==> config.mk <==
export PLATFORM = sky130hd
export DESIGN_NAME = bresenham_line_rasterizer
export DESIGN_NICKNAME = d
export VERILOG_FILES = /design/src/rtl/core/blr_pkg.sv /design/src/rtl/core/blr_setup.sv /design/src/rtl/core/blr_core.sv /design/src/rtl/core/bresenham_line_rasterizer.sv
export VERILOG_INCLUDE_DIRS = /design/src /design/src/rtl/core
export SDC_FILE = /design/constraint.sdc
export NUM_CORES = 1
export LEC_CHECK = 0
export BUFFER_PORTS_ARGS = -buffer_cell sky130_fd_sc_hd__buf_2
export CAP_MARGIN = 10
export CORE_MARGIN = 2
export CORE_UTILIZATION = 50
export CTS_CLUSTER_DIAMETER = 100
export DETAILED_ROUTE_END_ITERATION = 8
export PLACE_DENSITY = 0.68
export SLEW_MARGIN = 20
export SYNTH_ARGS = -nofsm -noshare
export SYNTH_HDL_FRONTEND = slang
export SYNTH_HIERARCHICAL = 1
export SYNTH_SLANG_ARGS = --single-unit
==> constraint.sdc <==
create_clock -name clock -period 13.5 [get_ports clock]
set_clock_uncertainty 0.2 [all_clocks]
set_input_delay 2.025 -clock clock [delete_from_list [all_inputs] [get_ports clock]]
set_output_delay 2.025 -clock clock [all_outputs]
set_load 0.02 [all_outputs]
==> src/rtl/core/bresenham_line_rasterizer_defines.svh <==
// Assertion macros shared by the line rasterizer RTL.
// Depends on nothing; files that check take it by include.
`ifndef BRESENHAM_LINE_RASTERIZER_DEFINES_SVH
`define BRESENHAM_LINE_RASTERIZER_DEFINES_SVH

// Same-cycle implication, disabled while reset is high.
`define BLR_ASSERT_NOW(label, clk, rst, ante, cons) \
   label: assert property (@(posedge clk) disable iff (rst) (ante) |-> (cons)) \
      else $error("line rasterizer check failed");

// Next-cycle implication, disabled while reset is high.
`define BLR_ASSERT_NEXT(label, clk, rst, ante, cons) \
   label: assert property (@(posedge clk) disable iff (rst) (ante) |=> (cons)) \
      else $error("line rasterizer check failed");

`endif

==> src/rtl/core/blr_pkg.sv <==
// Shared types, constants and helper functions of the line rasterizer.
// Depends on nothing; every RTL file of the block uses it.
package blr_pkg;

   localparam int COORD_BITS = 12;
   localparam int DELTA_BITS = COORD_BITS + 1;
   localparam int ERR_BITS   = COORD_BITS + 3;
   localparam int COLOR_BITS = 32;

   localparam logic [COLOR_BITS-1:0] COLOR_RESET = 32'hff00_0000;

   typedef logic signed [COORD_BITS-1:0] coord_type;
   typedef logic signed [DELTA_BITS-1:0] delta_type;
   typedef logic        [COORD_BITS-1:0] mag_type;
   typedef logic signed [ERR_BITS-1:0]   err_type;
   typedef logic        [COLOR_BITS-1:0] color_type;

   typedef enum logic {
      CMD_START = 1'b0,
      CMD_STEP  = 1'b1
   } cmd_type;

   // Octants counted counter-clockwise from +x with y pointing down.
   typedef enum logic [2:0] {
      OCT_ONE   = 3'd0,
      OCT_TWO   = 3'd1,
      OCT_THREE = 3'd2,
      OCT_FOUR  = 3'd3,
      OCT_FIVE  = 3'd4,
      OCT_SIX   = 3'd5,
      OCT_SEVEN = 3'd6,
      OCT_EIGHT = 3'd7
   } oct_type;

   typedef struct packed {
      cmd_type   command;
      coord_type start_x;
      coord_type start_y;
      coord_type end_x;
      coord_type end_y;
   } req_type;

   typedef struct packed {
      logic      pixel_valid;
      coord_type pixel_x;
      coord_type pixel_y;
      color_type pixel_color;
      logic      last_pixel;
   } rsp_type;

   // Line setup derived from a start word.
   typedef struct packed {
      oct_type   octant;
      delta_type delta_x;
      delta_type delta_y;
      coord_type major_end;
   } setup_type;

   function automatic mag_type delta_mag(input delta_type d);
      delta_type neg;
      neg = -d;
      return d[DELTA_BITS-1] ? neg[COORD_BITS-1:0] : d[COORD_BITS-1:0];
   endfunction

   function automatic logic is_x_major(input oct_type o);
      return (o == OCT_ONE) || (o == OCT_FOUR) || (o == OCT_FIVE) || (o == OCT_EIGHT);
   endfunction

endpackage

==> src/rtl/core/blr_setup.sv <==
// Start-word decode: endpoint deltas, octant and major-axis endpoint.
// Depends on blr_pkg.
module blr_setup (
   input  blr_pkg::req_type   req,
   output blr_pkg::setup_type setup
);

   blr_pkg::delta_type dx;
   blr_pkg::delta_type dy;
   blr_pkg::mag_type   adx;
   blr_pkg::mag_type   ady;
   logic               x_major;

   assign dx = {req.end_x[blr_pkg::COORD_BITS-1], req.end_x}
             - {req.start_x[blr_pkg::COORD_BITS-1], req.start_x};
   assign dy = {req.end_y[blr_pkg::COORD_BITS-1], req.end_y}
             - {req.start_y[blr_pkg::COORD_BITS-1], req.start_y};
   assign adx = blr_pkg::delta_mag(dx);
   assign ady = blr_pkg::delta_mag(dy);

   // Lines at exactly 45 degrees fall to the x-major side.
   assign x_major = (ady <= adx);

   always_comb begin
      setup.delta_x = dx;
      setup.delta_y = dy;
      if (x_major) begin
         setup.major_end = req.end_x;
         if (!dx[blr_pkg::DELTA_BITS-1]) begin
            setup.octant = (dy <= 0) ? blr_pkg::OCT_ONE : blr_pkg::OCT_EIGHT;
         end else begin
            setup.octant = (dy <= 0) ? blr_pkg::OCT_FOUR : blr_pkg::OCT_FIVE;
         end
      end else begin
         setup.major_end = req.end_y;
         if (dy[blr_pkg::DELTA_BITS-1]) begin
            setup.octant = dx[blr_pkg::DELTA_BITS-1] ? blr_pkg::OCT_THREE
                                                      : blr_pkg::OCT_TWO;
         end else begin
            setup.octant = dx[blr_pkg::DELTA_BITS-1] ? blr_pkg::OCT_SIX
                                                      : blr_pkg::OCT_SEVEN;
         end
      end
   end

endmodule

==> src/rtl/core/blr_core.sv <==
// Line state registers and the one-pixel Bresenham step.
// Depends on blr_pkg; the setup struct comes from blr_setup.
module blr_core (
   input  logic               clock,
   input  logic               reset,
   input  logic               fire,
   input  blr_pkg::req_type   req,
   input  blr_pkg::setup_type setup,
   input  blr_pkg::color_type draw_color,
   output blr_pkg::rsp_type   rsp,
   output logic               active
);

   blr_pkg::coord_type cur_x_ff, cur_x_in;
   blr_pkg::coord_type cur_y_ff, cur_y_in;
   blr_pkg::coord_type major_end_ff, major_end_in;
   blr_pkg::delta_type delta_x_ff, delta_x_in;
   blr_pkg::delta_type delta_y_ff, delta_y_in;
   blr_pkg::err_type   error_ff, error_in;
   blr_pkg::oct_type   octant_ff, octant_in;
   logic               active_ff, active_in;

   logic                      is_start;
   logic                      xm;
   blr_pkg::mag_type          dmaj;
   blr_pkg::mag_type          dmin;
   blr_pkg::err_type          err_sum;
   logic signed [blr_pkg::ERR_BITS:0] err_twice;
   logic signed [blr_pkg::ERR_BITS:0] dmaj_ext;
   logic                      minor_step;
   blr_pkg::err_type          err_next;
   blr_pkg::coord_type        step_x;
   blr_pkg::coord_type        step_y;
   blr_pkg::coord_type        next_x;
   blr_pkg::coord_type        next_y;
   logic                      start_last;
   logic                      step_last;

   assign is_start = (req.command == blr_pkg::CMD_START);

   // Step datapath, working on the registered line state.
   assign xm   = blr_pkg::is_x_major(octant_ff);
   assign dmaj = xm ? blr_pkg::delta_mag(delta_x_ff) : blr_pkg::delta_mag(delta_y_ff);
   assign dmin = xm ? blr_pkg::delta_mag(delta_y_ff) : blr_pkg::delta_mag(delta_x_ff);

   assign err_sum    = error_ff + blr_pkg::err_type'(dmin);
   assign err_twice  = {err_sum, 1'b0};
   assign dmaj_ext   = (blr_pkg::ERR_BITS+1)'(dmaj);
   // The minor axis moves when twice the error reaches the major delta.
   assign minor_step = !(err_twice < dmaj_ext);
   assign err_next   = minor_step ? err_sum - blr_pkg::err_type'(dmaj) : err_sum;

   assign step_x = delta_x_ff[blr_pkg::DELTA_BITS-1] ? '1 : blr_pkg::coord_type'(1);
   assign step_y = delta_y_ff[blr_pkg::DELTA_BITS-1] ? '1 : blr_pkg::coord_type'(1);
   assign next_x = (xm || minor_step) ? cur_x_ff + step_x : cur_x_ff;
   assign next_y = (!xm || minor_step) ? cur_y_ff + step_y : cur_y_ff;

   assign step_last  = xm ? (next_x == major_end_ff) : (next_y == major_end_ff);
   assign start_last = blr_pkg::is_x_major(setup.octant) ? (req.start_x == setup.major_end)
                                                        : (req.start_y == setup.major_end);

   always_comb begin
      cur_x_in     = cur_x_ff;
      cur_y_in     = cur_y_ff;
      major_end_in = major_end_ff;
      delta_x_in   = delta_x_ff;
      delta_y_in   = delta_y_ff;
      error_in     = error_ff;
      octant_in    = octant_ff;
      active_in    = active_ff;
      rsp          = '0;
      if (is_start) begin
         cur_x_in        = req.start_x;
         cur_y_in        = req.start_y;
         major_end_in    = setup.major_end;
         delta_x_in      = setup.delta_x;
         delta_y_in      = setup.delta_y;
         error_in        = '0;
         octant_in       = setup.octant;
         active_in       = !start_last;
         rsp.pixel_valid = 1'b1;
         rsp.pixel_x     = req.start_x;
         rsp.pixel_y     = req.start_y;
         rsp.pixel_color = draw_color;
         rsp.last_pixel  = start_last;
      end else if (active_ff) begin
         cur_x_in        = next_x;
         cur_y_in        = next_y;
         error_in        = err_next;
         active_in       = !step_last;
         rsp.pixel_valid = 1'b1;
         rsp.pixel_x     = next_x;
         rsp.pixel_y     = next_y;
         rsp.pixel_color = draw_color;
         rsp.last_pixel  = step_last;
      end
   end

   always_ff @(posedge clock) begin
      if (reset) begin
         active_ff <= 1'b0;
      end else if (fire) begin
         active_ff <= active_in;
      end
   end

   always_ff @(posedge clock) begin
      if (fire) begin
         cur_x_ff     <= cur_x_in;
         cur_y_ff     <= cur_y_in;
         major_end_ff <= major_end_in;
         delta_x_ff   <= delta_x_in;
         delta_y_ff   <= delta_y_in;
         error_ff     <= error_in;
         octant_ff    <= octant_in;
      end
   end

   assign active = active_ff;

endmodule

==> src/rtl/core/bresenham_line_rasterizer.sv <==
// Bresenham line rasterizer, all eight octants, one result word per request word.
// An accepted word waits in the input register; its result is registered in the output word register behind rsp_.
// Throughput: one word per cycle while rsp_stall is low; the line state feeds back through a single step.
// Reset (synchronous, active high) idles the line, empties both word registers and
// sets the draw color to opaque black.
module bresenham_line_rasterizer (
   input  logic               clock,
   input  logic               reset,
   input  logic               req_valid,
   output logic               req_stall,
   input  blr_pkg::req_type   req_data,
   output logic               rsp_valid,
   input  logic               rsp_stall,
   output blr_pkg::rsp_type   rsp_data,
   input  logic               csr_wr_en,
   input  blr_pkg::color_type csr_wr_data
);

`include "bresenham_line_rasterizer_defines.svh"

   logic               in_vld_ff, in_vld_in;
   blr_pkg::req_type   in_word_ff;
   logic               out_vld_ff, out_vld_in;
   blr_pkg::rsp_type   out_word_ff;
   blr_pkg::color_type color_ff;

   logic               out_free;
   logic               fire;
   logic               req_take;
   blr_pkg::setup_type setup;
   blr_pkg::rsp_type   core_rsp;
   logic               core_active;

   // The input register moves into the result register whenever that one
   // is empty or being drained in the same cycle.
   assign out_free  = !out_vld_ff || !rsp_stall;
   assign fire      = in_vld_ff && out_free;
   assign req_stall = in_vld_ff && !out_free;
   assign req_take  = req_valid && !req_stall;

   assign in_vld_in  = req_take || (in_vld_ff && !fire);
   assign out_vld_in = fire || (out_vld_ff && rsp_stall);

   always_ff @(posedge clock) begin
      if (reset) begin
         in_vld_ff  <= 1'b0;
         out_vld_ff <= 1'b0;
         color_ff   <= blr_pkg::COLOR_RESET;
      end else begin
         in_vld_ff  <= in_vld_in;
         out_vld_ff <= out_vld_in;
         if (csr_wr_en) begin
            color_ff <= csr_wr_data;
         end
      end
   end

   always_ff @(posedge clock) begin
      if (req_take) begin
         in_word_ff <= req_data;
      end
      if (fire) begin
         out_word_ff <= core_rsp;
      end
   end

   blr_setup u_setup (
      .req   (in_word_ff),
      .setup (setup)
   );

   blr_core u_core (
      .clock      (clock),
      .reset      (reset),
      .fire       (fire),
      .req        (in_word_ff),
      .setup      (setup),
      .draw_color (color_ff),
      .rsp        (core_rsp),
      .active     (core_active)
   );

   assign rsp_valid = out_vld_ff;
   assign rsp_data  = out_word_ff;

   `BLR_ASSERT_NEXT(a_fire_gives_word, clock, reset, fire, rsp_valid)
   `BLR_ASSERT_NEXT(a_last_goes_idle, clock, reset, fire && core_rsp.last_pixel, !core_active)
   `BLR_ASSERT_NEXT(a_idle_step_empty, clock, reset,
      fire && (in_word_ff.command == blr_pkg::CMD_STEP) && !core_active,
      rsp_valid && !rsp_data.pixel_valid && (rsp_data.pixel_color == '0))
   `BLR_ASSERT_NOW(a_start_emits, clock, reset,
      fire && (in_word_ff.command == blr_pkg::CMD_START), core_rsp.pixel_valid)

endmodule
==> results of run 1 <==
## cell type report
type,instances,area [sq um]
Tap cell,390,488.0
Sequential cell,221,6286
Fill cell,2591,12690
Inverter,61,229.0
Multi-Input combinational cell,1096,8056
Clock inverter,18,197.7
Antenna cell,1,2.502
Timing Repair Buffer,160,863.3
Clock buffer,29,671.9
## layer usage
| metal | track usage [%] | vias to the layer above | wire length [um] |
|---|---|---|---|
| met3 | 5.233 | 65 | 3173 |
| met1 | 33.75 | 5550 | 17150 |
| met4 | 5.923 | 4 | 836 |
| met2 | 40.82 | 438 | 18220 |
| li1 | - | 5623 | - |
| met5 | 0 | - | 27 |
## worst max-delay path, delay by kind of cell (launching register included)
| kind | cells | cell delay, ns |
|---|---|---|
| fa+ha+maj | 3 | 0.75 |
| xor+xnor | 3 | 0.42 |
| simple gates | 6 | 1.32 |
| compound gates | 12 | 2.53 |
| flops | 1 | 0.36 |
| mux | 2 | 0.59 |
| buf+inv | 4 | 0.61 |
## state kept, by name, indices dropped and copies added (netlist names)
register and flops:
rsp_data 58, in_word_ff 49, color_ff 32, u_core/error_ff 15, u_core/delta_x_ff 13, u_core/delta_y_ff 13
u_core/cur_x_ff 12, u_core/cur_y_ff 12, u_core/major_end_ff 12, u_core/octant_ff 2, in_vld_ff 1, rsp_valid 1
u_core/active 1
## where the power goes
group          switching (W)  internal [W]
Clock               0.000293      0.000419
Combinational       0.000699      0.000481
Sequential         0.0000318      0.000814
Total                0.00102       0.00171
## worst paths after layout
check	endpoint	slack (ns)	cells past startpoint
max	rsp_data[0]$_DFFE_PP_	6.54	30
min	color_ff[21]$_SDFFE_PP0P_	0.28	2
max reg2reg	rsp_data[0]$_DFFE_PP_	6.54	30
min reg2reg	color_ff[21]$_SDFFE_PP0P_	0.28	2
## stage by stage
step	cell area (sq um)	setup WS (ns)	std cells	power, W	util, %
after detailed placement	15880	6.697	1926	0.002015	53.87
after global placement	15880	6.884	1926	0.001989	53.87
after floorplan	14880	4.207	1446	0.001760	-
after CTS	16750	6.672	1973	0.002736	56.82
after global routing	16790	6.094	1975	0.002895	56.96
final	16790	6.540	1976	0.002738	56.97
==> impl_metrics.yaml, run 1 <==
worst_setup_path:
  start_kind: "flip-flop"
  cpPeakStageDelay_ns: 0.56
  setup.worst_path.end_class: "flip-flop"
  r2r-start: "in_word_ff[0]$_DFFE_PP_"
  crit_arrival_ns: 7.17
  cp_data_required_time_ns: 13.70
  crit_top_cell: "a21o_1"
  path_class: "flip-flop to flip-flop"
  setup.worst_path.start: "in_word_ff[0]$_DFFE_PP_"
  crit_slowest_cell: "a32o_1"
  cp_max_fo: 15
cts:
  ctsHoldBuffers: 0
  tritoncts: "done"
  cts_buffers: 26
  htree_levels: 1
  cts_sinks: 221
  clk_pin_slew_ns: 0.06
  cts_max_path_buffers: 3
  ctsResizeCount: 0
  cts_setup_buffers: 0
  clockRootBuffer: "clkbuf_16"
  worstSkewPairLatency_ns: 0.54
power:
  leakage_nw: 6.682
  power.density_nw_per_um2: 163.0
  ir_drop_uv: 110.9
timing:
  max_freq_mhz: 143.7
  max_slew_margin_pct: 27.77
  hold_viol_final: 0
  slew_viol_final: 0
  whs_ns: 0.2817
  tightest_slew_ns: 1.083
  fin_setup_tns_ns: 0
  rsz0062_at_grt: "false"
  setup_violations: 0
  post-route-period-util_pct: 51.56
  period_needed_ns: 6.960
min_path:
  hold_path_class: "flip-flop to flip-flop"
  hp-start: "color_ff[21]$_SDFFE_PP0P_"
die:
  start_util_pct: 50.48
  io_pins: 146
  placementRows: 63
  die_h_um: 176.5
  die_w_um: 176.5
  core_area_sq_um: 29480
  die-area_sq_um: 31160
final_layout:
  layout_common_cells: "edfxtp_1, buf_2, nor2_1"
  area_growth_pct: 12.86
  layout-drive-gt1-share_pct: 16.72
  nets: 1758
  final_common_cell: "edfxtp_1"
routing:
  drc: 0
  antenna_left: 0
  first_pass_iters: 5
  vias: 11680
  drtIter0Drc: 910
  wirelength_um: 39410
  via_per_inst: 5.911
  wl_per_cell_um: 19.94
synthesis:
  syn_area_per_cell_sq_um: 10.29
  ys_warn_count: 6
  synth_fp_nets: 1638
  synthesis.instances: 1446
  netlist_area_sq_um: 14880
placed_design:
  portBuffers: 145
  gp_congestion: 0.9888
  place.detailed.hpwl_um: 29080
status:
  status: "complete, no violations"
global_route:
  grt_overflow: 0
  antenna_found_initial: 3
  grt_usage_pct: 24.88
  grt_pass1_wl_um: 60890
  grt_pass1_vias: 11130
  grt_max_degree: 82
flow_run:
  maxCapViolCount: 0
Note: power is estimated with default switching activity, not from simulation.
==> inputs of run 2 (changes only) <==
--- a/config.mk
+++ b/config.mk
@@ -6,6 +6,7 @@
 export SDC_FILE = /design/constraint.sdc
 export NUM_CORES = 1
 export LEC_CHECK = 0
+export ABC_AREA = 1
 export BUFFER_PORTS_ARGS = -buffer_cell sky130_fd_sc_hd__buf_2
 export CAP_MARGIN = 10
 export CORE_MARGIN = 2
==> constraint.sdc (replaced) <==
create_clock -name clock -period 6.8 [get_ports clock]
set_clock_uncertainty 0.2 [all_clocks]
set_input_delay 1.02 -clock clock [delete_from_list [all_inputs] [get_ports clock]]
set_output_delay 1.02 -clock clock [all_outputs]
set_load 0.02 [all_outputs]
==> run 2 against run 1 <==
Against the previous run:
- sequential power grew 99%
- worst setup slack got worse by 5.8 ns
- critical path depth increased by 1
- area after synthesis down 3.0%
- highest routed layer is now met4
==> impl_metrics.yaml, run 2 <==
synthesis:
  synthesis.instances: 1777
  netlist_area_sq_um: 14440
  ys_warn_count: 6
  synth_fp_nets: 1969
  syn_area_per_cell_sq_um: 8.128
worst_setup_path:
  setup.worst_path.end_class: "flip-flop"
  cp_max_fo: 15
  cp_data_required_time_ns: 7.00
  r2r-start: "in_word_ff[12]$_DFFE_PP_"
  path_class: "flip-flop to flip-flop"
  ff2ff_setup_slack_ns: 0.76
  rr_endpoint: "u_core/active$_SDFFE_PP0P_"
  start_kind: "flip-flop"
  r2r.worst_path.cells: 31
  cpPeakStageDelay_ns: 0.44
  crit_top_cell: "nand2_1"
  crit_arrival_ns: 6.24
  crit_slowest_cell: "fa_1"
timing:
  max_slew_margin_pct: 40.06
  setup_violations: 0
  fin_setup_tns_ns: 0
  period_needed_ns: 6.037
  max_freq_mhz: 165.7
  hold_viol_final: 0
  slew_viol_final: 0
  tightest_slew_ns: 0.8980
  post-route-period-util_pct: 88.77
  rsz0062_at_grt: "false"
cts:
  htree_levels: 1
  cts_max_path_buffers: 3
  ctsResizeCount: 0
  ctsHoldBuffers: 0
  cts_sinks: 221
  cts_setup_buffers: 0
  tritoncts: "done"
  clk_pin_slew_ns: 0.06
  clockRootBuffer: "clkbuf_16"
  cts_buffers: 26
  worstSkewPairLatency_ns: 0.55
global_route:
  antenna_found_initial: 0
  grt_pass1_wl_um: 58100
  grt_use_met3_pct: 2.734
  grt_use_met1_pct: 35.05
  grt-busiest-layer: "met2"
  grt_max_degree: 60
  grt_usage_pct: 23.90
  grt_pass1_vias: 11400
  grt_overflow: 0
  globalRouteMet2Util_pct: 37.30
die:
  io_pins: 146
  die_h_um: 174.0
  die_w_um: 174.0
  core_area_sq_um: 28550
  placementRows: 62
  die-area_sq_um: 30260
  start_util_pct: 50.59
power:
  pwr-share-seq_pct: 33.2
  leakage_nw: 7.778
  p_sw_share_pct: 38.18
  p_clk_share_pct: 26.1
  combinationalPowerShare_pct: 40.8
  ir_drop_uv: 239.3
  power.density_nw_per_um2: 308.5
  intPower_w: 0.003125
  p_sw_w: 0.001929
routing:
  first_pass_iters: 5
  antenna_left: 0
  drtIter0Drc: 1061
  drc: 0
  via_per_inst: 5.258
  wl_per_cell_um: 15.69
  wirelength_um: 36440
  vias: 12210
min_path:
  hold_end: "color_ff[27]$_SDFFE_PP1P_"
  hold_path_class: "flip-flop to flip-flop"
  hp-start: "color_ff[27]$_SDFFE_PP1P_"
  whs_path_depth: 2
flow_run:
  maxCapViolCount: 0
placed_design:
  gp_congestion: 0.9294
  place.detailed.hpwl_um: 27860
  portBuffers: 145
final_layout:
  layout-drive-gt1-share_pct: 11.92
  fin_util_pct: 57.38
  nets: 2110
  multiInputGateArea_sq_um: 7077
  largest_reg_flops: 58
  num_antenna_cells: 0
  area_growth_pct: 13.42
  final_common_cell: "nand2_1"
  layout_common_cells: "nand2_1, inv_1, edfxtp_1"
  area.sequential_sq_um: 6286
  num-fill-cells: 2681
status:
  status: "complete, no violations"
-- run 2: cell count changes in the layout (fill, tap and decap cells not counted), sizes merged, moves of 45 or more --
cell,delta
nand2,+375
xnor2,-45
nor2,+71
nand3,+95
o21ai,+60
mux2i,-45
inv,+176
-- run 2: cell type report --
cell class | count | share of cell area, %
Timing Repair Buffer | 156 | 5.057
Clock inverter | 20 | 0.9548
Sequential cell | 221 | 38.37
Inverter | 238 | 5.461
Tap cell | 384 | 2.933
Multi-Input combinational cell | 1275 | 43.20
Clock buffer | 28 | 4.018
-- run 2: how the worst max path moves through the flow --
stage	from	end	depth (start not counted)
floorplan	rsp_stall	u_core/delta_x_ff[0]$_DFFE_PP_	3
global placement	in_word_ff[12]$_DFFE_PP_	u_core/active$_SDFFE_PP0P_	32
detailed placement	in_word_ff[12]$_DFFE_PP_	u_core/active$_SDFFE_PP0P_	31
CTS	in_word_ff[12]$_DFFE_PP_	u_core/active$_SDFFE_PP0P_	31
global route	in_word_ff[12]$_DFFE_PP_	u_core/active$_SDFFE_PP0P_	32
finish	in_word_ff[12]$_DFFE_PP_	u_core/active$_SDFFE_PP0P_	31
-- run 2: power groups by stage --
stage	Combinational (W)	Sequential [W]	Clock, W
3_3_place_gp	0.00198	0.00170	0
4_1_cts	0.00204	0.00168	0.00134
2_1_floorplan	0.00157	0.00171	0
5_1_grt	0.00234	0.00168	0.00139
6_report	0.00206	0.00168	0.00132
3_5_place_dp	0.00202	0.00170	0
-- run 2: critical path, delay by kind of cell, from the launching register on --
family / cells / cell delay, ns
AO/OA/AOI/OAI: 4 / 0.63
XOR/XNOR: 3 / 0.51
adder cells (fa/ha/maj): 3 / 0.90
buffers and inverters: 4 / 0.71
flip-flops: 1 / 0.39
multiplexers: 1 / 0.24
AND/OR/NAND/NOR: 16 / 2.31
-- run 2: stage by stage --
stage	setup slack, ns	total power (W)	instances	area, sq um	hold slack, ns
floorplan	0.2179	0.003280	1777	14440	0.2289
global placement	0.9990	0.003676	2273	15540	0.2376
detailed placement	0.8640	0.003725	2273	15540	0.2456
CTS	0.7994	0.005051	2321	16350	0.2608
global route	0.03672	0.005412	2322	16380	0.2774
finish	0.7634	0.005054	2322	16380	0.2560
-- run 2: routing by layer --
layer  wire [um]  up-vias
met5           0        -
met4        1162        0
met3        2635       72
met2       15750      403
met1       16890     5602
li1            -     6132
